## src/sv/cgr_pkg.sv

```systemverilog
// Shared types, constants and helpers for the clipped glyph rasterizer.
// No dependencies; cgr_geom and the top level import this package.
package cgr_pkg;

    localparam int GLYPH_HEIGHT_DEF = 16;
    localparam int GLYPH_COUNT_DEF  = 128;
    localparam int GLYPH_WIDTH      = 8;
    localparam int CODE_W           = 7;
    localparam int ROWIN_W          = 4;
    localparam int REG_W            = 16;
    localparam int COORD_W          = 17;
    localparam int INK_W            = 32;
    localparam int CFG_IDX_W        = 3;
    // internal width for geometry math: coord sums plus screen size minus one
    localparam int CALC_W           = 19;

    localparam logic [REG_W-1:0] CLIP_LEFT_RST   = 16'd0;
    localparam logic [REG_W-1:0] CLIP_TOP_RST    = 16'd0;
    localparam logic [REG_W-1:0] CLIP_RIGHT_RST  = 16'd1023;
    localparam logic [REG_W-1:0] CLIP_BOTTOM_RST = 16'd767;
    localparam logic [REG_W-1:0] SHIFT_X_RST     = 16'd0;
    localparam logic [REG_W-1:0] SHIFT_Y_RST     = 16'd0;
    localparam logic [REG_W-1:0] SCREEN_W_RST    = 16'd1024;
    localparam logic [REG_W-1:0] SCREEN_H_RST    = 16'd768;

    typedef logic signed [CALC_W-1:0] t_calc;

    typedef enum logic [CFG_IDX_W-1:0] {
        CFG_CLIP_LEFT,
        CFG_CLIP_TOP,
        CFG_CLIP_RIGHT,
        CFG_CLIP_BOTTOM,
        CFG_SHIFT_X,
        CFG_SHIFT_Y,
        CFG_SCREEN_W,
        CFG_SCREEN_H
    } t_cfg_idx;

    typedef enum logic {
        ACT_LOAD = 1'b0,
        ACT_DRAW = 1'b1
    } t_action;

    typedef enum logic [1:0] {
        ST_IDLE,
        ST_SETUP,
        ST_RUN
    } t_state;

    typedef struct packed {
        logic signed [REG_W-1:0] win_left;
        logic signed [REG_W-1:0] win_top;
        logic signed [REG_W-1:0] win_right;
        logic signed [REG_W-1:0] win_bottom;
        logic signed [REG_W-1:0] shift_x;
        logic signed [REG_W-1:0] shift_y;
        logic [REG_W-1:0]        disp_w;
        logic [REG_W-1:0]        disp_h;
    } t_cfg;

    // draw setup result handed from geometry stage to the row sequencer
    typedef struct packed {
        logic                      vld;
        logic                      hit;
        logic signed [COORD_W-1:0] x;
        logic signed [COORD_W-1:0] y;
        logic [GLYPH_WIDTH-1:0]    colmask;
    } t_job;

    function automatic t_calc sx16(input logic [REG_W-1:0] a);
        return {{(CALC_W-REG_W){a[REG_W-1]}}, a};
    endfunction

    function automatic t_calc zx16(input logic [REG_W-1:0] a);
        return {{(CALC_W-REG_W){1'b0}}, a};
    endfunction

    // font MSB is the leftmost pixel, result bit i is column i
    function automatic logic [GLYPH_WIDTH-1:0] mirror8(input logic [GLYPH_WIDTH-1:0] v);
        logic [GLYPH_WIDTH-1:0] m;
        for (int i = 0; i < GLYPH_WIDTH; i++) begin
            m[i] = v[GLYPH_WIDTH-1-i];
        end
        return m;
    endfunction

endpackage

```

## src/sv/cgr_geom.sv

```systemverilog
// Two-stage draw setup: translation, clip clamp, visibility test, row range, column mask.
// Depends on cgr_pkg.
module cgr_geom #(
    parameter int  GLYPH_HEIGHT = cgr_pkg::GLYPH_HEIGHT_DEF,
    localparam int RW           = $clog2(GLYPH_HEIGHT + 1)
) (
    input  logic                               i_clk,
    input  logic                               i_rst_n,
    input  logic                               i_start,
    input  cgr_pkg::t_cfg                      i_cfg,
    input  logic signed [cgr_pkg::REG_W-1:0]   i_pos_x,
    input  logic signed [cgr_pkg::REG_W-1:0]   i_pos_y,
    output cgr_pkg::t_job                      o_job,
    output logic [RW-1:0]                      o_first_row,
    output logic [RW-1:0]                      o_end_row
);
    import cgr_pkg::*;

    localparam t_calc GH = t_calc'(GLYPH_HEIGHT);
    localparam t_calc GW = t_calc'(GLYPH_WIDTH);

    // stage 1
    logic  r_v1;
    t_calc r_x, r_y, r_cl, r_ct, r_cr, r_cb;
    t_calc n_x, n_y, n_cl, n_ct, n_cr, n_cb;
    t_calc sw_m1, sh_m1, cr_raw, cb_raw;

    // stage 2
    t_job           r_job;
    logic [RW-1:0]  r_first_row, r_end_row;
    logic           n_hit;
    logic [RW-1:0]  n_first_row, n_end_row;
    logic [GLYPH_WIDTH-1:0] n_colmask;
    t_calc d_col, e_col, d_row, e_row;
    logic [2:0] fc;
    logic [3:0] ec;

    always_comb begin
        n_x    = sx16(i_pos_x) + sx16(i_cfg.shift_x);
        n_y    = sx16(i_pos_y) + sx16(i_cfg.shift_y);
        sw_m1  = zx16(i_cfg.disp_w) - t_calc'(1);
        sh_m1  = zx16(i_cfg.disp_h) - t_calc'(1);
        cr_raw = sx16(i_cfg.win_right);
        cb_raw = sx16(i_cfg.win_bottom);
        n_cl   = i_cfg.win_left[REG_W-1] ? t_calc'(0) : sx16(i_cfg.win_left);
        n_ct   = i_cfg.win_top[REG_W-1]  ? t_calc'(0) : sx16(i_cfg.win_top);
        n_cr   = (cr_raw > sw_m1) ? sw_m1 : cr_raw;
        n_cb   = (cb_raw > sh_m1) ? sh_m1 : cb_raw;
    end

    always_ff @(posedge i_clk) begin
        if (!i_rst_n) begin
            r_v1 <= 1'b0;
        end else begin
            r_v1 <= i_start;
        end
        if (i_start) begin
            r_x  <= n_x;
            r_y  <= n_y;
            r_cl <= n_cl;
            r_ct <= n_ct;
            r_cr <= n_cr;
            r_cb <= n_cb;
        end
    end

    always_comb begin
        n_hit = !((r_cl > r_cr) || (r_ct > r_cb) ||
                  (r_x > r_cr) || (r_x + GW <= r_cl) ||
                  (r_y > r_cb) || (r_y + GH <= r_ct));

        d_col = r_cl - r_x;
        e_col = r_cr - r_x + t_calc'(1);
        d_row = r_ct - r_y;
        e_row = r_cb - r_y + t_calc'(1);

        fc = (r_x < r_cl) ? d_col[2:0] : 3'd0;
        ec = (r_x + GW > r_cr) ? e_col[3:0] : 4'(GLYPH_WIDTH);

        for (int i = 0; i < GLYPH_WIDTH; i++) begin
            n_colmask[i] = (4'(i) >= {1'b0, fc}) && (4'(i) < ec);
        end

        n_first_row = (r_y < r_ct) ? d_row[RW-1:0] : '0;
        n_end_row   = (r_y + GH > r_cb) ? e_row[RW-1:0] : RW'(GLYPH_HEIGHT);
    end

    always_ff @(posedge i_clk) begin
        if (!i_rst_n) begin
            r_job.vld <= 1'b0;
        end else begin
            r_job.vld <= r_v1;
        end
        if (r_v1) begin
            r_job.hit     <= n_hit;
            r_job.x       <= r_x[COORD_W-1:0];
            r_job.y       <= r_y[COORD_W-1:0];
            r_job.colmask <= n_colmask;
            r_first_row   <= n_first_row;
            r_end_row     <= n_end_row;
        end
    end

    assign o_job       = r_job;
    assign o_first_row = r_first_row;
    assign o_end_row   = r_end_row;

endmodule

```

## config.mk

```make
export PLATFORM = sky130hd
export DESIGN_NAME = cgr_geom
export DESIGN_NICKNAME = d
export VERILOG_FILES = /design/src/sv/cgr_pkg.sv /design/src/sv/cgr_geom.sv
export SDC_FILE = /design/constraint.sdc
export NUM_CORES = 1
export LEC_CHECK = 0
export BUFFER_PORTS_ARGS = -buffer_cell sky130_fd_sc_hd__buf_4
export CAP_MARGIN = 20
export CORE_ASPECT_RATIO = 0.9
export CORE_MARGIN = 10
export CORE_UTILIZATION = 50
export DETAILED_ROUTE_END_ITERATION = 12
export GPL_TIMING_DRIVEN = 0
export HOLD_SLACK_MARGIN = 0.12
export PLACE_DENSITY = 0.72
export SLEW_MARGIN = 20
export SYNTH_ARGS = -nofsm -noshare
export SYNTH_HDL_FRONTEND = slang
export SYNTH_SLANG_ARGS = --single-unit
```

## constraint.sdc

```tcl
create_clock -name i_clk -period 3.51 [get_ports i_clk]
set_clock_uncertainty 0.15 [all_clocks]
set_input_delay 0.1755 -clock i_clk [delete_from_list [all_inputs] [get_ports i_clk]]
set_output_delay 0.1755 -clock i_clk [all_outputs]
set_load 0.05 [all_outputs]
```

After elaboration in Yosys (flattened, before gate mapping):

Cells that the tools add are included.

* register bits after elaboration: 157
* input bits: 163
* output and inout bits: 54
* word-level logic and storage cells: 70

* $add $sub $neg: 12
* order comparisons: 27
* mux-type cells: 4
* reductions and logical operators: 13

Operator list (count)
* $gt A16 B19 Y1: 2
* $gt A17 B19 Y1: 2
* $gt A18 B19 Y1: 2
* $mux W19: 2
* $le A18 B16 Y1: 2
* $add A16 B16 Y17: 2
* $gt A16 B17 Y1: 2
* $lt A17 B16 Y1: 2
* $sub A16 B1 Y17 const B: 2
* $add A17 B5 Y18 const B: 1
* $add A17 B6 Y18 const B: 1
* $lt A3 B4 Y1 const A: 4
* $sub A5 B5 Y5: 2
* $ge A3 B3 Y1 const A: 3
* $lt A1 B4 Y1 const A: 2
* $lt A2 B4 Y1 const A: 2
* $logic_and A1 B1 Y1: 7
* $ge A1 B3 Y1 const A: 2
* $ge A2 B3 Y1 const A: 2
* $add A5 B2 Y5 const B: 1
* $logic_or A1 B1 Y1: 5
* $add A4 B2 Y4 const B: 1
* $mux W4: 1
* $sub A4 B4 Y4: 1
* 3 further kinds: 3

Logic depth before layout (Yosys ltp):

Gate-level depths: netlist (run 1).

* word-level depth: 7
* depth in mapped cells: 17
* gate-level depth less buffers: 15

Least setup slack after synthesis (run 1):

No wires, ideal clock.

* path kind: register -> register
* from: reg r_x[5]
* to: reg r_job, in the netlist o_job[1] (data pin)
* arrival time: 2739 ps
* data required time: 3101 ps
* path slack: 363 ps
* stages on the path, launching flop included: 14
* buffers on the path: 0
* clock period less this slack: 3147 ps
* path through: edfxtp_1 and3_1 nand2_1 nor3_1 and3_1 xor2_1 ha_1 nand4_1 or3_1 a21oi_1 a221oi_1 nor2_1 inv_2 o31a_1

* longest elaborated chain between the ends: 5
* elaborated cells on any way between the ends: 8

RTL lines
* start: declaration: line cgr_geom.sv:24 `t_calc r_x, r_y, r_cl, r_ct, r_cr, r_cb;`
* start signal: assignment: line cgr_geom.sv:58 `r_x <= n_x;`
* $add A17 B5 Y18: line cgr_geom.sv:78 `ec = (r_x + GW > r_cr) ? e_col[3:0] : 4'(GLYPH_WIDTH);`
* $gt A18 B19 Y1: line cgr_geom.sv:78
* $mux W4: line cgr_geom.sv:78
* named net ec[3]: line cgr_geom.sv:36 `logic [3:0] ec;`
* $lt A1 B4 Y1: line cgr_geom.sv:81 `n_colmask[i] = (4'(i) >= {1'b0, fc}) && (4'(i) < ec);`
* $logic_and A1 B1 Y1: line cgr_geom.sv:81
* named net n_colmask[1]: line cgr_geom.sv:33 `logic [GLYPH_WIDTH-1:0] n_colmask;`
* end: declaration: line cgr_geom.sv:29 `t_job r_job;`

The timed path passes the listed nets, and every way through them passes these cells.
A chain may end at the register's enable or synchronous reset.

Worst setup path in the final report (run 1):

* from: reg r_x[11]
* to: reg r_job, in the netlist o_job[1] (data pin)

Same word-level chain as after synthesis.

==> results.toml, run 1 <==
[route]
viasPerCell = 5.415
wirelength_um = 35730
drt_iter0_drc = 770
drc = 0
routedWlPerCell_um = 18.14
route.vias.total = 10670
drtAntennaViolNets = 0
firstDrtPassIters = 5

[logic_synthesis]
synthXorXnorAreaFrac_pct = 5.729
synth_nets = 1625
synth-main-ff-cell = "edfxtp_1"
synth-seq-area-share_pct = 36.49
synth_top_family_by_area = "adder cells"
yosys.area_share.simple_pct = 13.98
synth_edf_count = 151
async_flop_share_pct = 0
synth_seq_cells = 153
synth_fa_ha_area_share_pct = 24.01
syn_area_um2 = 12540
syn_inst = 1225
synth_compound_area_share_pct = 12.33
muxShareOfSynthArea_pct = 2.715
synth_cell_types = 70
avgSynthCellArea_um2 = 10.23
yosysWarningCount = 0

[sta]
rsz0062_at_grt = "true"
drv_slew = 0
hold_violations = 0
relSlewSlack_pct = 37.71
period_share_pct = 97.73
worstMarginPinSlew_ns = 0.9343
whs_ns = 0.1348
setup_viol = 0
fmax_mhz = 291.5
min_period_ns = 3.430

[clock_network]
worstSkewPairLatency_ns = 0.42
numCtsBuffers = 17
cts-root-buf = "clkbuf_16"
htreeDepth = 4
clockBufferDepth = 2
clk_pin_slew_ns = 0.07
clkSinkCount = 153
cts_tree = "done"

[layout]
finish.utilization_pct = 69.34
drive_gt1_share_pct = 19.46
area_growth_pct = 35.29
multi_input_area_um2 = 7547
fillCellCount = 1813
seqCellArea_um2 = 4578
layout.nets = 2021
fin_area_um2 = 16960
final_common_cell = "buf_4"
layout_common_cells = "buf_4, ha_1, edfxtp_1"
diodes = 0

[floorplan]
core_area_um2 = 24460
num_io_pins = 217
die_area_um2 = 31810
start_util_pct = 51.25
die_h_um = 170.2
fp.dieW_um = 186.9
rows = 54

[placed_design]
placed_area_um2 = 14590
port_buffers = 216
dp_hpwl_um = 26750
gp_congestion = 0.8928

[flow_run]
max-cap-violations = 0

[pwr]
pwr-share-clk_pct = 27.7
ir_worst_vdd_mv = 0.3218
swShare_pct = 34.55
netSwitchingPower_mw = 2.496
p_per_area_nw_per_um2 = 426.0
p_seq_share_pct = 34.9
p_int_mw = 4.728
p_leak_nw = 7.741
combPwrFrac_pct = 37.5

[global_routing]
antenna_found_initial = 0
grt_start_max_net_pins = 100
grt_pass1_wl_um = 56190
grt_overflow = 0
grt_pass1_vias = 10820
grt_usage_pct = 21.68

[worst_setup_path]
arrival_ns = 3.45
critical_path_required_ns = 3.53
worst_setup_path_start_kind = "register"
critPathMaxFanout = 7
critical_path_class = "reg -> reg"
critical_path.endpoint_type = "register"

[min_path]
hold_class = "in -> reg"

[run_status]
status = "complete, no violations"
==> cell usage after synthesis, types with 3 or more instances <==
library cell	instances	area (µm²)
a2111oi_0	5	43.79
a211oi_1	11	82.58
a21o_1	42	315.3
a21oi_1	72	360.4
a22oi_1	3	22.52
a31oi_1	4	25.02
and2_1	6	37.54
and3_1	6	37.54
and4_1	6	52.55
clkbuf_1	4	15.01
edfxtp_1	151	4534
fa_1	6	120.1
ha_1	231	2890
inv_1	144	540.5
mux2i_1	34	340.3
nand2_1	54	202.7
nand2b_1	10	62.56
nand3_1	48	240.2
nand3b_1	5	37.54
nand4_1	30	187.7
nor2_1	58	217.7
nor2b_1	44	275.3
nor3_1	26	130.1
nor3b_1	3	22.52
nor4_1	12	75.07
o211ai_1	5	37.54
o21a_1	9	67.56
o21ai_0	31	155.2
o21ai_1	8	40.04
o21bai_1	4	30.03
o31a_1	5	43.79
o31ai_1	5	37.54
or2_2	3	18.77
or3_1	9	56.30
or4_1	3	22.52
xnor2_1	52	455.4
xor2_1	30	262.8
==> flip-flops by register name, indices dropped and copies added, names as in the netlist <==
name         cells
o_end_row        5
o_first_row      5
o_job           44
r_cb            17
r_cl            15
r_cr            17
r_ct            15
r_v1             1
r_x             17
r_y             17
==> layer usage <==
layer  GRT usage (%)  share of wire [%]  vias up
met5               0                  0        -
met4           3.923               0.94        0
met3           4.495                5.8       27
met2           34.95                 46      289
met1           29.78                 47     5060
li1                -                  -     5291
==> cells by family after synthesis <==
family / after synthesis
mux: 34
simple gates: 331
fa+ha+maj: 237
xor+xnor: 82
flops: 153
compound gates: 235
buf+inv: 153
==> power groups by stage <==
stage | Combinational, mW | Clock, mW | Sequential [mW]
2_1_floorplan | 1.42 | 0 | 2.74
3_3_place_gp | 2.33 | 0 | 2.57
3_5_place_dp | 2.39 | 0 | 2.58
4_1_cts | 2.60 | 2.03 | 2.52
5_1_grt | 3.00 | 2.11 | 2.54
6_report | 2.71 | 2.00 | 2.52
==> through the flow <==
step / power [mW] / setup slack (ns) / cells / TNS, ns
after floorplan: 4.156 / 0.3625 / 1225 / 0
after global placement: 4.901 / -0.4229 / 1777 / -2.428
after detailed placement: 4.966 / -0.3970 / 1777 / -2.883
after CTS: 7.148 / 0.03012 / 1956 / 0
after global routing: 7.653 / -0.05286 / 1970 / -0.2470
final: 7.224 / 0.07956 / 1970 / 0
==> area by class of cell <==
cell class                 count  share of cell area (%)
clock inverter                14                   1.232
timing repair buffer         377                   18.75
multi-input combinational    919                   44.50
sequential                   153                   26.99
inverter                     145                   3.209
clock buffer                  18                   2.530
buffer                         8                  0.3098
tap                          336                   2.479
==> what timing repair did <==
item                       CTS  global route
pin swaps                    1            14
hold buffers               138             0
hold endpoints to repair    87             0
setup endpoints to repair    7            34
resized for setup            5            36
buffers inserted             9            14
==> final timing paths <==
check / end / slack, ns / from / cells after the start
worst max register to register: o_job[1]$_DFFE_PP_ / 0.08 / r_x[11]$_DFFE_PP_ / 13
worst min register to register: o_job[25]$_DFFE_PP_ / 0.35 / r_x[0]$_DFFE_PP_ / 0
worst min-delay path: r_y[1]$_DFFE_PP_ / 0.13 / i_pos_y[1] / 4
worst max-delay path: o_job[1]$_DFFE_PP_ / 0.08 / r_x[11]$_DFFE_PP_ / 13
==> worst max-delay path, stage by stage, from the launching register on <==
cell	delay, ns
edfxtp_1	0.54
nand3_2	0.16
nor3_4	0.24
and3_1	0.22
xor2_2	0.11
ha_1	0.32
nand4_1	0.19
or3_4	0.44
a21oi_2	0.15
a221oi_2	0.05
buf_4	0.17
nor2_4	0.17
inv_2	0.05
o31a_1	0.23
Note: power is estimated with default switching activity, not from simulation.
==> run 2, diff against run 1 <==
--- a/config.mk
+++ b/config.mk
@@ -7,13 +7,15 @@
 export LEC_CHECK = 0
 export BUFFER_PORTS_ARGS = -buffer_cell sky130_fd_sc_hd__buf_4
 export CAP_MARGIN = 20
+export CELL_PAD_IN_SITES_DETAIL_PLACEMENT = 2
+export CELL_PAD_IN_SITES_GLOBAL_PLACEMENT = 2
 export CORE_ASPECT_RATIO = 0.9
 export CORE_MARGIN = 10
-export CORE_UTILIZATION = 50
+export CORE_UTILIZATION = 37
 export DETAILED_ROUTE_END_ITERATION = 12
 export GPL_TIMING_DRIVEN = 0
 export HOLD_SLACK_MARGIN = 0.12
-export PLACE_DENSITY = 0.72
+export PLACE_DENSITY_LB_ADDON = 0.1
 export SLEW_MARGIN = 20
 export SYNTH_ARGS = -nofsm -noshare
 export SYNTH_HDL_FRONTEND = slang
==> run 2 against run 1 <==
Sequential power about the same. Sequential share of layout area decreased by 0.17 points. Sequential cell count did not move. Register-to-register slack worse by 0.05 ns. Largest power group unchanged. Wire length rose by 43%. Non-clock buffer count decreased by 2. Fmax is 1.4% lower. Largest cell class unchanged. Utilization shrank 18 points.
==> results.toml, run 2 (same netlist as run 1, synthesis figures left out) <==
[placed_design]
port_buffers = 216
placed_area_um2 = 14760
gp_congestion = 0.8263
dp_hpwl_um = 35590
dp_slack_ns = -0.5219

[clock_network]
clkSinkCount = 153
clockBufferDepth = 2
cts_tree = "done"
numCtsBuffers = 17
clk_pin_slew_ns = 0.07
cts-root-buf = "clkbuf_16"
htreeDepth = 4
worstSkewPairLatency_ns = 0.44

[floorplan]
start_util_pct = 37.77
num_io_pins = 217
core_area_um2 = 33190
die_area_um2 = 41650
fp.dieW_um = 214.0
rows = 63
die_h_um = 194.6

[route]
route.vias.total = 11230
dr_wl_met2_um = 25460
dr_wl_met3_um = 1864
drc = 0
routedWlPerCell_um = 24.46
highest_layer = "met4"
drt_iter0_drc = 611
drt-met1-wl_um = 23150
wirelength_um = 51040
firstDrtPassIters = 5
drtAntennaViolNets = 0
viasPerCell = 5.381

[layout]
largest_reg_flops = 44
drive_gt1_share_pct = 20.16
final_common_cell = "buf_4"
layout_common_cells = "buf_4, ha_1, edfxtp_1"
diodes = 0
area_growth_pct = 36.15
fin_area_um2 = 17070
layout.nets = 2019

[worst_setup_path]
worst_setup_path_start_kind = "register"
arrival_ns = 3.50
critical_path_class = "reg -> reg"
critical_path_required_ns = 3.53
critPathMaxFanout = 6
critical_path.endpoint_type = "register"
ff2ff_path_depth = 14

[sta]
min_period_ns = 3.481
hold_violations = 0
drv_slew = 0
fmax_mhz = 287.3
worstMarginPinSlew_ns = 1.079
rsz0062_at_grt = "true"
period_share_pct = 99.16
worst_slack_ns = 0.02947
setup_viol = 0
relSlewSlack_pct = 28.03

[pwr]
ir_worst_vdd_mv = 0.3467
p_leak_nw = 7.692
p_per_area_nw_per_um2 = 427.4

[global_routing]
grt_start_max_net_pins = 100
grt_pass1_vias = 12890
antenna_found_initial = 1
grt_usage_pct = 23.46
grt_pass1_wl_um = 77350
grt_overflow = 0

[run_status]
status = "complete, no violations"

[min_path]
holdPathStages = 3
hold_class = "in -> reg"

[flow_run]
max-cap-violations = 0
run 2: cell count changes in the layout (fill, tap and decap cells not counted), moves of 4 or more:
cell           delta
nand2_1           +4
xor2_1            -4
dlygate4sd3_1     -7
xor2_2            +4
clkinvlp_4        +4
nand2_2           -5
run 2: path summary, 6_finish.rpt:
| path | end | slack (ns) | start |
|---|---|---|---|
| setup reg to reg | o_job[1]$_DFFE_PP_ | 0.03 | r_x[6]$_DFFE_PP_ |
| hold / removal | r_y[3]$_DFFE_PP_ | 0.13 | i_cfg[35] |
| setup / recovery | o_job[1]$_DFFE_PP_ | 0.03 | r_x[6]$_DFFE_PP_ |
| hold reg to reg | o_job[25]$_DFFE_PP_ | 0.37 | r_x[0]$_DFFE_PP_ |
run 2: per-layer routing:
| metal | global-route usage [%] | vias up |
|---|---|---|
| met3 | 3.757 | 33 |
| met4 | 4.447 | 0 |
| met2 | 40.66 | 220 |
| met5 | 0 | - |
| li1 | - | 5282 |
| met1 | 30.25 | 5695 |
run 2: repair_timing:
action,CTS,global route
hold buffers,129,2
endpoints found under the hold margin,87,2
setup endpoints to repair,9,42
cloned,0,0
setup buffers,9,18
pin swaps,3,11
resized for setup,15,38
run 2: final cells by class:
type                            instances  area, µm²
Multi-Input combinational cell        919       7621
Fill cell                            3385      16120
Clock buffer                           18      429.2
Sequential cell                       153       4578
Timing Repair Buffer                  375       3167
Buffer                                  8      52.55
Clock inverter                         14      106.4
Tap cell                              455      569.3
Inverter                              145      544.3
run 2: critical path: stages, from the launching register on:
cell and delay [ns]:
edfxtp_1 0.43, and3_4 0.27, nand2_8 0.08, nor3_4 0.23
and3_4 0.22, xor2_2 0.09, ha_1 0.34, nand4_1 0.16
or3_4 0.39, a21oi_4 0.13, a221oi_2 0.04, buf_4 0.16
nor2_4 0.19, inv_2 0.06, o31a_1 0.26
run 2: report_power, final:
part | switching, mW | internal (mW)
registers | 0.209 | 2.31
logic | 1.74 | 1.26
clock network | 0.808 | 0.963
run 2: stage by stage:
stage	hold slack, ns	total power [mW]	cells	TNS [ns]	utilization (%)
CTS	0.1206	7.109	2067	0	50.40
finish	0.1289	7.296	2087	0	51.43
global route	0.1482	7.704	2087	-1.204	51.43
floorplan	0.1380	4.156	1225	0	-
detailed placement	0.2474	5.137	1897	-10.80	44.48
global placement	0.2395	4.989	1896	-6.346	44.38
